## src/cmt_pkg.sv

```systemverilog
`timescale 1ns / 1ps
`default_nettype none

package cmt_pkg;

	localparam int IDX_W     = 6;
	localparam int SIZE_W    = 7;
	localparam int VAL_W     = 16;
	localparam int SQV_W     = 32;
	localparam int SUM_W     = 33;
	localparam int SQ_W      = 49;
	localparam int OUT_CNT_W = 17;
	localparam int STATUS_W  = 2;

	localparam logic [1:0] OP_ASSIGN = 2'd0;
	localparam logic [1:0] OP_MOVE   = 2'd1;
	localparam logic [1:0] OP_REMOVE = 2'd2;
	localparam logic [1:0] OP_CLEAR  = 2'd3;

	localparam logic [STATUS_W-1:0] STAT_OK         = 2'd0;
	localparam logic [STATUS_W-1:0] STAT_BEYOND_USE = 2'd1;
	localparam logic [STATUS_W-1:0] STAT_BEYOND_CAP = 2'd2;

	localparam logic [1:0] K_NONE   = 2'd0;
	localparam logic [1:0] K_UPDATE = 2'd1;
	localparam logic [1:0] K_REMOVE = 2'd2;
	localparam logic [1:0] K_CLEAR  = 2'd3;

	localparam logic [1:0] M_ADD  = 2'd0;
	localparam logic [1:0] M_SUB  = 2'd1;
	localparam logic [1:0] M_COPY = 2'd2;

	typedef struct packed {
		logic [1:0]          kind;
		logic                two_step;
		logic [1:0]          mode;
		logic [IDX_W-1:0]    idx_a;
		logic [IDX_W-1:0]    idx_b;
		logic [STATUS_W-1:0] status;
		logic [SIZE_W-1:0]   size;
		logic [VAL_W-1:0]    value;
		logic [SQV_W-1:0]    square;
	} cmd_t;

endpackage

`default_nettype wire

```

## src/cmt_queue.sv

```systemverilog
`timescale 1ns / 1ps
`default_nettype none

module cmt_queue (
	input  wire logic          clk,
	input  wire logic          arst_n,
	input  wire logic          push,
	input  wire cmt_pkg::cmd_t push_cmd,
	input  wire logic          pop,
	output logic               full,
	output logic               head_valid,
	output cmt_pkg::cmd_t      head
);

	cmt_pkg::cmd_t slot_q [2];
	logic          wr_ptr_q;
	logic          rd_ptr_q;
	logic [1:0]    fill_q;

	assign full       = fill_q == 2'd2;
	assign head_valid = fill_q != 2'd0;
	assign head       = slot_q[rd_ptr_q];

	always_ff @(posedge clk) begin
		if (push) begin
			slot_q[wr_ptr_q] <= push_cmd;
		end
	end

	always_ff @(posedge clk or negedge arst_n) begin
		if (!arst_n) begin
			wr_ptr_q <= 1'b0;
			rd_ptr_q <= 1'b0;
			fill_q   <= '0;
		end else begin
			if (push) begin
				wr_ptr_q <= ~wr_ptr_q;
			end
			if (pop) begin
				rd_ptr_q <= ~rd_ptr_q;
			end
			unique case ({push, pop})
				2'b10:   fill_q <= fill_q + 2'd1;
				2'b01:   fill_q <= fill_q - 2'd1;
				default: fill_q <= fill_q;
			endcase
		end
	end

endmodule

`default_nettype wire

```

## config.mk

```make
export PLATFORM = sky130hd
export DESIGN_NAME = cmt_queue
export DESIGN_NICKNAME = d
export VERILOG_FILES = /design/src/cmt_pkg.sv /design/src/cmt_queue.sv
export SDC_FILE = /design/constraint.sdc
export NUM_CORES = 1
export LEC_CHECK = 0
export BUFFER_PORTS_ARGS = -buffer_cell sky130_fd_sc_hd__buf_2
export CORE_MARGIN = 2
export CORE_UTILIZATION = 52
export DETAILED_ROUTE_END_ITERATION = 10
export PLACE_DENSITY_LB_ADDON = 0.3
export SLEW_MARGIN = 15
export SYNTH_ARGS = -nofsm -noshare
export SYNTH_HDL_FRONTEND = slang
export SYNTH_SLANG_ARGS = --single-unit
```

## constraint.sdc

```tcl
create_clock -name clk -period 5.2 [get_ports clk]
set_input_delay 0 -clock clk [delete_from_list [all_inputs] [get_ports clk]]
set_output_delay 0 -clock clk [all_outputs]
set_load 0.01 [all_outputs]
```

==> summary.txt <==
Layout
  • Most common cell after layout, fill and taps aside: sky130_fd_sc_hd__buf_2
  • Fraction of final layout cells sized beyond drive strength 1: 51.00%
  • Layout area overhead: 38.15%
  • Final design utilization: 73.34%
  • FF/Latch Area: 4548 um2
  • Number of nets in the layout: 569
  • Combined area of the multi-input logic cells: 1114 um2
  • Number of fill cells: 649
  • Top library cells by usage in the layout, fill and taps aside: sky130_fd_sc_hd__buf_2, sky130_fd_sc_hd__edfxtp_1, sky130_fd_sc_hd__dlygate4sd3_1, sky130_fd_sc_hd__mux2_4, sky130_fd_sc_hd__mux2_2

Routing
  • Overall via count from detail_route: 3079
  • WL final: 10.25 mm
  • Number of DRC markers in iteration 0: 111
  • Total iterations of the first detailed-routing run: 5
  • Mean number of vias per cell: 4.788
  • Antenna Violating Nets Remaining: 0
  • DR DRC count: 0
  • Post-DR wirelength/cell: 15.94 um

Worst setup path
  • Critical path peak fanout: 41
  • Chain of cells forming the critical path: buf_4, mux2_2, buf_2
  • Startpoint type of the worst setup path: flip-flop
  • Critical path's largest stage delay: 770 ps
  • CP delay by family, top: buffers and inverters
  • Crit path required time: 5200 ps
  • Worst Path Buf+Inv: 2
  • Startpoint-to-endpoint class of the critical path: reg -> out
  • Data arrival time of the worst path: 2560 ps
  • Endpoint kind of the worst setup timing path: output port
  • Cell with the largest stage delay on the worst path: sky130_fd_sc_hd__dfrtp_4

STA
  • Post-layout minimum cycle time: 2559 ps
  • Setup TNS: 0 ps
  • Setup clock skew after layout: 8.732 ps
  • Count of final setup violators: 0
  • Number of hold violations in the final report: 0
  • Final clock period utilization by the worst path: 49.20%
  • Slew at the pin with the worst max-slew slack: 999.2 ps
  • Final critical-path setup slack: 2641 ps
  • Highest clock rate: 390.8 MHz
  • Fin. max-slew vios: 0
  • Setup repair after global routing missed its margin: no
  • Hold_ws: 211.8 ps
  • Remaining max-slew budget at the tightest pin: 33.39%

GRT
  • Wire length of the first global-routing pass: 15.30 mm
  • Via count of the first global-routing pass: 3258
  • Gr ovfl total: 0
  • Number of antenna violations at the first check in global routing: 1
  • Pin count of the biggest net entering global routing: 75
  • Combined global-route utilization of all metal layers: 17.86%

Clocking
  • Postcts setup bufs: 0
  • Root Buffer Master: sky130_fd_sc_hd__clkbuf_8
  • Clk pin slew, worst setup/hold paths: 60 ps
  • Insertion delay to the later sink of the worst-skew pair: 510 ps
  • Count of hold-fix buffers inserted at cts: 78
  • Clock buffers created by TritonCTS: 17
  • Max Root-Sink Buffers: 2
  • Sinks on Clock Net: 152
  • Clock tree from TritonCTS: yes
  • Gates resized, CTS repair: 0
  • H-tree level count: 4

Yosys
  • Top cell type by total area after synthesis: sky130_fd_sc_hd__edfxtp_1
  • Area contributors post-synth: sky130_fd_sc_hd__edfxtp_1, sky130_fd_sc_hd__mux2_4, sky130_fd_sc_hd__mux2_2
  • Fraction of synthesized cell area taken by the top area cell type: 77.57%
  • Part of the Yosys area used for sequential elements: 79.32%
  • Count of synthesis-stage warnings from yosys: 0
  • Count of state elements after synthesis: 152
  • Mean area per synthesized cell: 23.29 um2
  • Cell variety after synth: 14
  • Post-Synthesis Cells: 246
  • Number of nets produced by synthesis: 325
  • Cell area after technology mapping: 5729 um2

Run
  • Max-cap viol count: 0

Power
  • Power Density: 498.3 nW/um2
  • P_leak: 0.003159 uW
  • Worst voltage drop across the vdd grid: 0.5153 mV

Placement
  • Count of input and output buffers: 153
  • Post-Place Setup Slack: 3123 ps
  • Placed wire-length estimate after detailed placement: 5.917 mm
  • Routability congestion estimate: 0.6940

Die
  • I/O pin count: 154
  • Number of core rows: 38
  • Initial core utilization: 53.08%
  • Standard cell core area: 10790 um2
  • Floorplan die width: 109.0 um
  • Total Die Area: 11870 um2
  • Vertical extent of the die: 109.0 um

Status
  • Run status: finished clean

Hold path
  • Worst hold-check path type: in -> reg
[worst register-to-register path: cells and delay by family, from the launching register on]
| kind | cells | cell delay (ps) |
|---|---|---|
| simple gates | 1 | 110 |
| flops | 1 | 430 |
| buf+inv | 1 | 750 |
[power by group]
group	leakage [uW]	total (uW)	internal [uW]	switching, uW
Sequential	0.00143	1760	1630	124
Combinational	0.00149	1150	612	535
Clock	0.000238	1040	623	416
Total	0.00316	3940	2870	1070
[cell usage after synthesis (all sizes together)]
master and instances:
edfxtp 148, mux2 74, buf 8, dfrtp 4, xor2 3, nor2 2, xnor2 2, and2 1
ha 1, inv 1, nor2b 1, or2 1
[flip-flops by register name, summed over array words and instances, names as in the netlist]
| register | cells |
|---|---|
| fill_q | 2 |
| rd_ptr_q | 1 |
| wr_ptr_q | 1 |
| slot_q | 148 |
[cells by family after synthesis]
family / after synthesis / synth area share [%]
flip-flops: 152 / 79.32
multiplexers: 74 / 17.82
buffers and inverters: 9 / 1.419
XOR/XNOR: 5 / 0.7645
AND/OR/NAND/NOR: 5 / 0.4589
adder cells (fa/ha/maj): 1 / 0.2184
[through the flow]
step                std cells  area (um2)  power, uW
finish                    643        7915       3944
global route              643        7915       4129
CTS                       642        7913       3992
detailed placement        533        6621       2901
global placement          533        6621       2874
floorplan                 246        5729       2552
[layer usage]
| layer | vias up | global-route usage, % | share of wire, % |
|---|---|---|---|
| met5 | - | 0 | 0 |
| met3 | 13 | 6.037 | 6.5 |
| li1 | 1463 | - | - |
| met4 | 0 | 8.516 | 1.3 |
| met1 | 1495 | 18.99 | 38 |
| met2 | 108 | 31.72 | 54 |
[final timing paths]
kind	startpoint	end	slack (ps)	cells after the start
min in group asynchronous	arst_n	wr_ptr_q$_DFFE_PN0P_	400	3
worst max register to register	wr_ptr_q$_DFFE_PN0P_	slot_q[0][26]$_DFFE_PP_	3480	2
worst min register to register	fill_q[1]$_DFFE_PN0P_	fill_q[1]$_DFFE_PN0P_	490	1
worst min-delay path	push_cmd[66]	slot_q[0][66]$_DFFE_PP_	210	2
max in group asynchronous	arst_n	rd_ptr_q$_DFFE_PN0P_	4600	3
worst max-delay path	rd_ptr_q$_DFFE_PN0P_	head[71]	2640	3
[final cells by class]
type                    instances  share of cell area, %
multi-input cells              85                  14.07
well taps                     140                  2.213
flip-flops and latches        152                  57.46
clock inverters                10                  1.028
inverters                       1                0.04742
clock buffers                  21                  5.422
repair buffers                233                  19.73
diodes                          1                0.03162
Power figures use the tool's default switching activity.
