## config.mk

```make
export PLATFORM = sky130hd
export DESIGN_NAME = cmt_front
export DESIGN_NICKNAME = d
export VERILOG_FILES = /design/src/cmt_pkg.sv /design/src/cmt_front.sv
export SDC_FILE = /design/constraint.sdc
export NUM_CORES = 1
export LEC_CHECK = 0
export ABC_AREA = 1
export BUFFER_PORTS_ARGS = -buffer_cell sky130_fd_sc_hd__buf_4
export CAP_MARGIN = 10
export CORE_MARGIN = 2
export CORE_UTILIZATION = 35
export CTS_CLUSTER_DIAMETER = 40
export DETAILED_ROUTE_END_ITERATION = 10
export GPL_ROUTABILITY_DRIVEN = 0
export PLACE_DENSITY_LB_ADDON = 0.05
export SLEW_MARGIN = 20
export SYNTH_ARGS = -nofsm -noshare
export SYNTH_HDL_FRONTEND = slang
export SYNTH_SLANG_ARGS = --single-unit
export TNS_END_PERCENT = 100
```

## constraint.sdc

```tcl
create_clock -name clk -period 8.9 [get_ports clk]
set_input_delay 1.78 -clock clk [delete_from_list [all_inputs] [get_ports clk]]
set_output_delay 1.78 -clock clk [all_outputs]
set_load 0.02 [all_outputs]
```

## src/cmt_pkg.sv

```systemverilog
`timescale 1ns / 1ps
`default_nettype none

package cmt_pkg;

	localparam int IDX_W     = 6;
	localparam int SIZE_W    = 7;
	localparam int VAL_W     = 16;
	localparam int SQV_W     = 32;
	localparam int SUM_W     = 33;
	localparam int SQ_W      = 49;
	localparam int OUT_CNT_W = 17;
	localparam int STATUS_W  = 2;

	localparam logic [1:0] OP_ASSIGN = 2'd0;
	localparam logic [1:0] OP_MOVE   = 2'd1;
	localparam logic [1:0] OP_REMOVE = 2'd2;
	localparam logic [1:0] OP_CLEAR  = 2'd3;

	localparam logic [STATUS_W-1:0] STAT_OK         = 2'd0;
	localparam logic [STATUS_W-1:0] STAT_BEYOND_USE = 2'd1;
	localparam logic [STATUS_W-1:0] STAT_BEYOND_CAP = 2'd2;

	localparam logic [1:0] K_NONE   = 2'd0;
	localparam logic [1:0] K_UPDATE = 2'd1;
	localparam logic [1:0] K_REMOVE = 2'd2;
	localparam logic [1:0] K_CLEAR  = 2'd3;

	localparam logic [1:0] M_ADD  = 2'd0;
	localparam logic [1:0] M_SUB  = 2'd1;
	localparam logic [1:0] M_COPY = 2'd2;

	typedef struct packed {
		logic [1:0]          kind;
		logic                two_step;
		logic [1:0]          mode;
		logic [IDX_W-1:0]    idx_a;
		logic [IDX_W-1:0]    idx_b;
		logic [STATUS_W-1:0] status;
		logic [SIZE_W-1:0]   size;
		logic [VAL_W-1:0]    value;
		logic [SQV_W-1:0]    square;
	} cmd_t;

endpackage

`default_nettype wire

```

## src/cmt_front.sv

```systemverilog
`timescale 1ns / 1ps
`default_nettype none

module cmt_front #(
	parameter int MAX_CLUSTERS = 64,
	parameter int VALUE_BITS   = 16
) (
	input  wire logic                         clk,
	input  wire logic                         arst_n,
	input  wire logic                         accept,
	input  wire logic [1:0]                   opcode,
	input  wire logic                         old_valid,
	input  wire logic [cmt_pkg::IDX_W-1:0]    prior_cluster,
	input  wire logic                         new_valid,
	input  wire logic [cmt_pkg::IDX_W-1:0]    new_cluster,
	input  wire logic [cmt_pkg::VAL_W-1:0]    point_value,
	input  wire logic [cmt_pkg::IDX_W-1:0]    source_cluster,
	input  wire logic [cmt_pkg::IDX_W-1:0]    target_cluster,
	input  wire logic [cmt_pkg::SIZE_W-1:0]   new_size,
	output cmt_pkg::cmd_t                     cmd
);

	localparam int CAP_W = $clog2(MAX_CLUSTERS + 1);
	localparam int CW    = (CAP_W > cmt_pkg::SIZE_W) ? CAP_W : cmt_pkg::SIZE_W;
	localparam logic [CW-1:0] CAP = CW'(MAX_CLUSTERS);
	localparam logic [cmt_pkg::VAL_W-1:0] VMASK = (VALUE_BITS >= cmt_pkg::VAL_W) ?
		{cmt_pkg::VAL_W{1'b1}} : cmt_pkg::VAL_W'((1 << VALUE_BITS) - 1);

	logic [cmt_pkg::SIZE_W-1:0] size_q;
	logic [cmt_pkg::SIZE_W-1:0] size_after;
	logic [CW-1:0]              size_w;
	logic [CW-1:0]              old_w;
	logic [CW-1:0]              new_w;
	logic [CW-1:0]              src_w;
	logic [CW-1:0]              tgt_w;
	logic [CW-1:0]              nsize_w;
	logic [cmt_pkg::VAL_W-1:0]  value;

	assign size_w  = CW'(size_q);
	assign old_w   = CW'(prior_cluster);
	assign new_w   = CW'(new_cluster);
	assign src_w   = CW'(source_cluster);
	assign tgt_w   = CW'(target_cluster);
	assign nsize_w = CW'(new_size);
	assign value   = point_value & VMASK;

	always_comb begin
		cmd          = '0;
		cmd.value    = value;
		cmd.square   = cmt_pkg::SQV_W'(value) * cmt_pkg::SQV_W'(value);
		cmd.kind     = cmt_pkg::K_NONE;
		cmd.status   = cmt_pkg::STAT_OK;
		cmd.mode     = cmt_pkg::M_COPY;
		size_after   = size_q;
		unique case (opcode)
			cmt_pkg::OP_ASSIGN: begin
				priority if (old_valid && old_w >= size_w) begin
					cmd.status = cmt_pkg::STAT_BEYOND_USE;
				end else if (new_valid && new_w >= CAP) begin
					cmd.status = cmt_pkg::STAT_BEYOND_CAP;
				end else if (old_valid || new_valid) begin
					cmd.kind = cmt_pkg::K_UPDATE;
					if (new_valid && new_w >= size_w) begin
						size_after = cmt_pkg::SIZE_W'(new_cluster) + cmt_pkg::SIZE_W'(1);
					end
					priority if (old_valid && new_valid && prior_cluster != new_cluster) begin
						cmd.two_step = 1'b1;
						cmd.idx_a    = prior_cluster;
						cmd.idx_b    = new_cluster;
						cmd.mode     = cmt_pkg::M_ADD;
					end else if (new_valid) begin
						cmd.idx_a = new_cluster;
						cmd.idx_b = new_cluster;
						cmd.mode  = old_valid ? cmt_pkg::M_COPY : cmt_pkg::M_ADD;
					end else begin
						cmd.idx_a = prior_cluster;
						cmd.idx_b = prior_cluster;
						cmd.mode  = cmt_pkg::M_SUB;
					end
				end else begin
					cmd.kind = cmt_pkg::K_NONE;
				end
			end
			cmt_pkg::OP_MOVE: begin
				if (src_w >= size_w || tgt_w >= size_w) begin
					cmd.status = cmt_pkg::STAT_BEYOND_USE;
				end else begin
					cmd.kind  = cmt_pkg::K_UPDATE;
					cmd.idx_a = source_cluster;
					cmd.idx_b = target_cluster;
					cmd.mode  = cmt_pkg::M_COPY;
				end
			end
			cmt_pkg::OP_REMOVE: begin
				if (tgt_w >= size_w) begin
					cmd.status = cmt_pkg::STAT_BEYOND_USE;
				end else begin
					cmd.kind   = cmt_pkg::K_REMOVE;
					cmd.idx_b  = target_cluster;
					size_after = size_q - cmt_pkg::SIZE_W'(1);
				end
			end
			cmt_pkg::OP_CLEAR: begin
				if (nsize_w > CAP) begin
					cmd.status = cmt_pkg::STAT_BEYOND_CAP;
				end else begin
					cmd.kind   = cmt_pkg::K_CLEAR;
					size_after = new_size;
				end
			end
		endcase
		cmd.size = size_after;
	end

	always_ff @(posedge clk or negedge arst_n) begin
		if (!arst_n) begin
			size_q <= '0;
		end else if (accept) begin
			size_q <= size_after;
		end
	end

endmodule

`default_nettype wire

```

==> impl_metrics.ini <==
[yosys]
synth-edff-count = 0
syn_nets = 1737
ys.flop_type = dfrtp_1
async_flop_share_pct = 100.0
synth_area_um2 = 9938
ys_seq_area_share_pct = 1.763
synth_cell_types = 47
yosys_warnings = 0
syn_inst = 1395
syn_area_per_cell_um2 = 7.124
synth-seq-cells = 7

[timing]
maxSlewViolCount = 0
worst_pin_slew_ps = 637.9
setup_viol = 0
min_period_ps = 8658
clock_skew_ps = 0.6307
rsz0062_at_grt = true
finalHoldViolCount = 0
max_freq_ghz = 0.1155
fin_crit_sh_pct = 97.28
relSlewSlack_pct = 57.31

[routing]
drt_wl_total_um = 28030
drtPass1Iterations = 6
drt-wirelength-per-cell_um = 14.98
avgViaCountPerCell = 4.544
detail-route-antenna-nets = 0
initialDrtViolationCount = 385
drc = 0
vias = 8501

[setup_path]
crit_type = in2out
worstPathRequired_ps = 7120
timing.critical_path.buf_inv = 8
cpPeakStageDelay_ps = 540
crit_chain = buf_4 -> nand2_2 -> fa_1 -> inv_1 -> fa_1 -> fa_1 -> fa_1 -> fa_1 -> inv_1 -> fa_1 -> inv_1 -> ha_1 -> buf_4 -> nand2_1 -> inv_1 -> nand2_1 -> nor2_1 -> nor2_1 -> inv_1 -> a21oi_1 -> nand2_1 -> xor2_1 -> buf_4
path_common_cell = fa_1
end_kind = output pin
crit_slowest_cell = fa_1
critPathLaunchType = input pin
crit_fanout = 11
arrival_ps = 6880
path_delay_family = adder cells

[die]
boundaryPins = 128
start_util_pct = 35.67
die_h_um = 172.5
core_um2 = 27860
die_area_um2 = 29760
rows = 61
die_w_um = 172.5

[finish]
layout.nets = 1836
top_register = size_q
num-fill-cells = 2986
largestRegisters = size_q (7)
antenna_cells = 0
syn2layout_area_growth_pct = 15.60
multi_input_comb_area_um2 = 8239
drive_gt1_share_pct = 15.47
largest_reg_flops = 7
final_area_um2 = 11490
ff_latch_area_um2 = 175.2

[clock_tree]
cts_made_buffers = 3
clkSlewWorstSetupHoldPaths_ps = 30
h-tree-depth = 1
clock_path_buffers = 2
cts_hold_buf = 0
clock_latency_ps = 230
cts_sinks = 7
cts-root-buf = clkbuf_16
cts_tree = done

[global_routing]
grt_pass1_vias = 8799
overflow = 0
grt_usage_pct = 19.17
grt_max_degree = 18
antenna_found_initial = 0
grt_pass1_wl_um = 46840

[status]
status = finished, final reports clean

[placement]
io_buffers = 126
place_area_um2 = 11220
dpl.hpwl_um = 24790

[flow_run]
cap_violations = 0

[hold_path]
hp-class = reg2reg
==> cells in the mapped netlist (2+ instances only) <==
master      n  area (um^2)
o21ai_1     4        20.02
nor3_1     10        50.05
inv_2      12        45.04
a21oi_1    38        190.2
buf_6       2        22.52
o21ai_0    29        145.1
xor2_1     32        280.3
o21ai_2     3        26.28
a21o_1      7        52.55
nand2_2     5        31.28
ha_1      126         1577
o21a_1      2        15.01
nand3_2     7        70.07
nand2_1   334         1254
buf_4      18        135.1
nand3_4     2        35.03
nor2_4      2        22.52
inv_1     362         1359
a31oi_1     3        18.77
or2_2       2        12.51
dfrtp_1     7        175.2
nor2_1     76        285.3
nand3_1    65        325.3
nor2_2      2        12.51
nand2_4     2        22.52
a21boi_0    2        15.01
nor4_1      2        12.51
fa_1      162         3243
nand3b_1    2        15.01
a21boi_2    2        22.52
nand4_1    12        75.07
o21bai_1    6        45.04
xnor2_1    12        105.1
clkbuf_1   30        112.6
==> area by class of cell <==
type                    count  share of cell area (%)
clock buffers               4                  0.6861
inverters                 375                   12.25
multi-input cells         962                   71.72
flip-flops and latches      7                   1.525
well taps                 378                   4.117
repair buffers            145                   9.704
==> stage by stage <==
stage / util, % / TNS [ps] / setup slack [ps] / hold WS [ps] / cells
floorplan: - / 0 / 221.3 / 492.4 / 1395
global placement: 40.27 / 0 / 35.09 / 542.2 / 1866
detailed placement: 40.27 / 0 / 52.58 / 541.0 / 1866
CTS: 40.55 / 0 / 23.59 / 552.6 / 1870
global route: 41.24 / -6.765 / -6.765 / 591.8 / 1871
finish: 41.24 / 0 / 241.9 / 557.3 / 1871
==> final timing paths <==
| kind | startpoint | endpoint | slack [ps] | depth (start not counted) |
|---|---|---|---|---|
| worst min-delay path | size_q[5]$_DFFE_PN0P_ | size_q[5]$_DFFE_PN0P_ | 560 | 2 |
| max in group asynchronous | arst_n | size_q[3]$_DFFE_PN0P_ | 7420 | 1 |
| worst max-delay path | point_value[11] | cmd[29] | 240 | 23 |
| worst min register to register | size_q[5]$_DFFE_PN0P_ | size_q[5]$_DFFE_PN0P_ | 560 | 2 |
| worst max register to register | size_q[2]$_DFFE_PN0P_ | size_q[0]$_DFFE_PN0P_ | 6530 | 12 |
| min in group asynchronous | arst_n | size_q[5]$_DFFE_PN0P_ | 1360 | 1 |
==> worst min-delay path, cell delays in order (launching register included) <==
cell	delay, ps
dfrtp_1	390
nand2_1	70
nand2_1	60
==> placed cells by master, fill, tap and decap left out, types with 3 or more instances in the layout <==
cell | netlist | layout
a21oi_1 | 38 | 35
inv_1 | 362 | 362
inv_2 | 12 | 12
nand2_1 | 334 | 327
o21ai_0 | 29 | 24
xor2_1 | 32 | 30
buf_4 | 18 | 138
buf_6 | 2 | 7
ha_1 | 126 | 117
fa_1 | 162 | 160
o21bai_1 | 6 | 6
nor2_1 | 76 | 70
nor3_2 | 1 | 5
nor3_1 | 10 | 5
dfrtp_1 | 7 | 7
nand4_1 | 12 | 12
clkbuf_16 | 0 | 3
o21ai_2 | 3 | 4
nor2_4 | 2 | 3
nor2_2 | 2 | 7
o21ai_1 | 4 | 8
a21oi_2 | 1 | 4
a21o_1 | 7 | 7
nand3_1 | 65 | 63
nand3_2 | 7 | 9
nand2_2 | 5 | 12
xnor2_1 | 12 | 12
ha_2 | 0 | 8
==> cells by family (layout without fill, tap and decap cells) <==
kind of cell             after synthesis  after routing  synth area share (%)
flip-flops                             7              7                 1.763
XOR/XNOR                              44             44                 3.878
AO/OA/AOI/OAI                        103            103                 6.144
adder cells (fa/ha/maj)              288            288                 48.50
AND/OR/NAND/NOR                      526            526                 22.75
other                                  1              1               0.03773
buffers and inverters                426            524                 16.93
==> routing by layer <==
metal	routed length, um	track usage, %	vias up	share of wire, %
li1	-	-	4329	-
met1	14330	29.73	4041	51
met2	12880	30.62	123	46
met3	661	0.8400	8	2.4
met4	150	1.389	0	0.54
met5	0	0	-	0
==> repair_timing <==
item,CTS,global route
gates resized for setup,0,55
endpoints found under the setup margin,0,18
buffers inserted,0,1
Power is left out: the tool's default activity adds up to more than one toggle a clock period on the data nets, which glitch-free logic cannot reach.
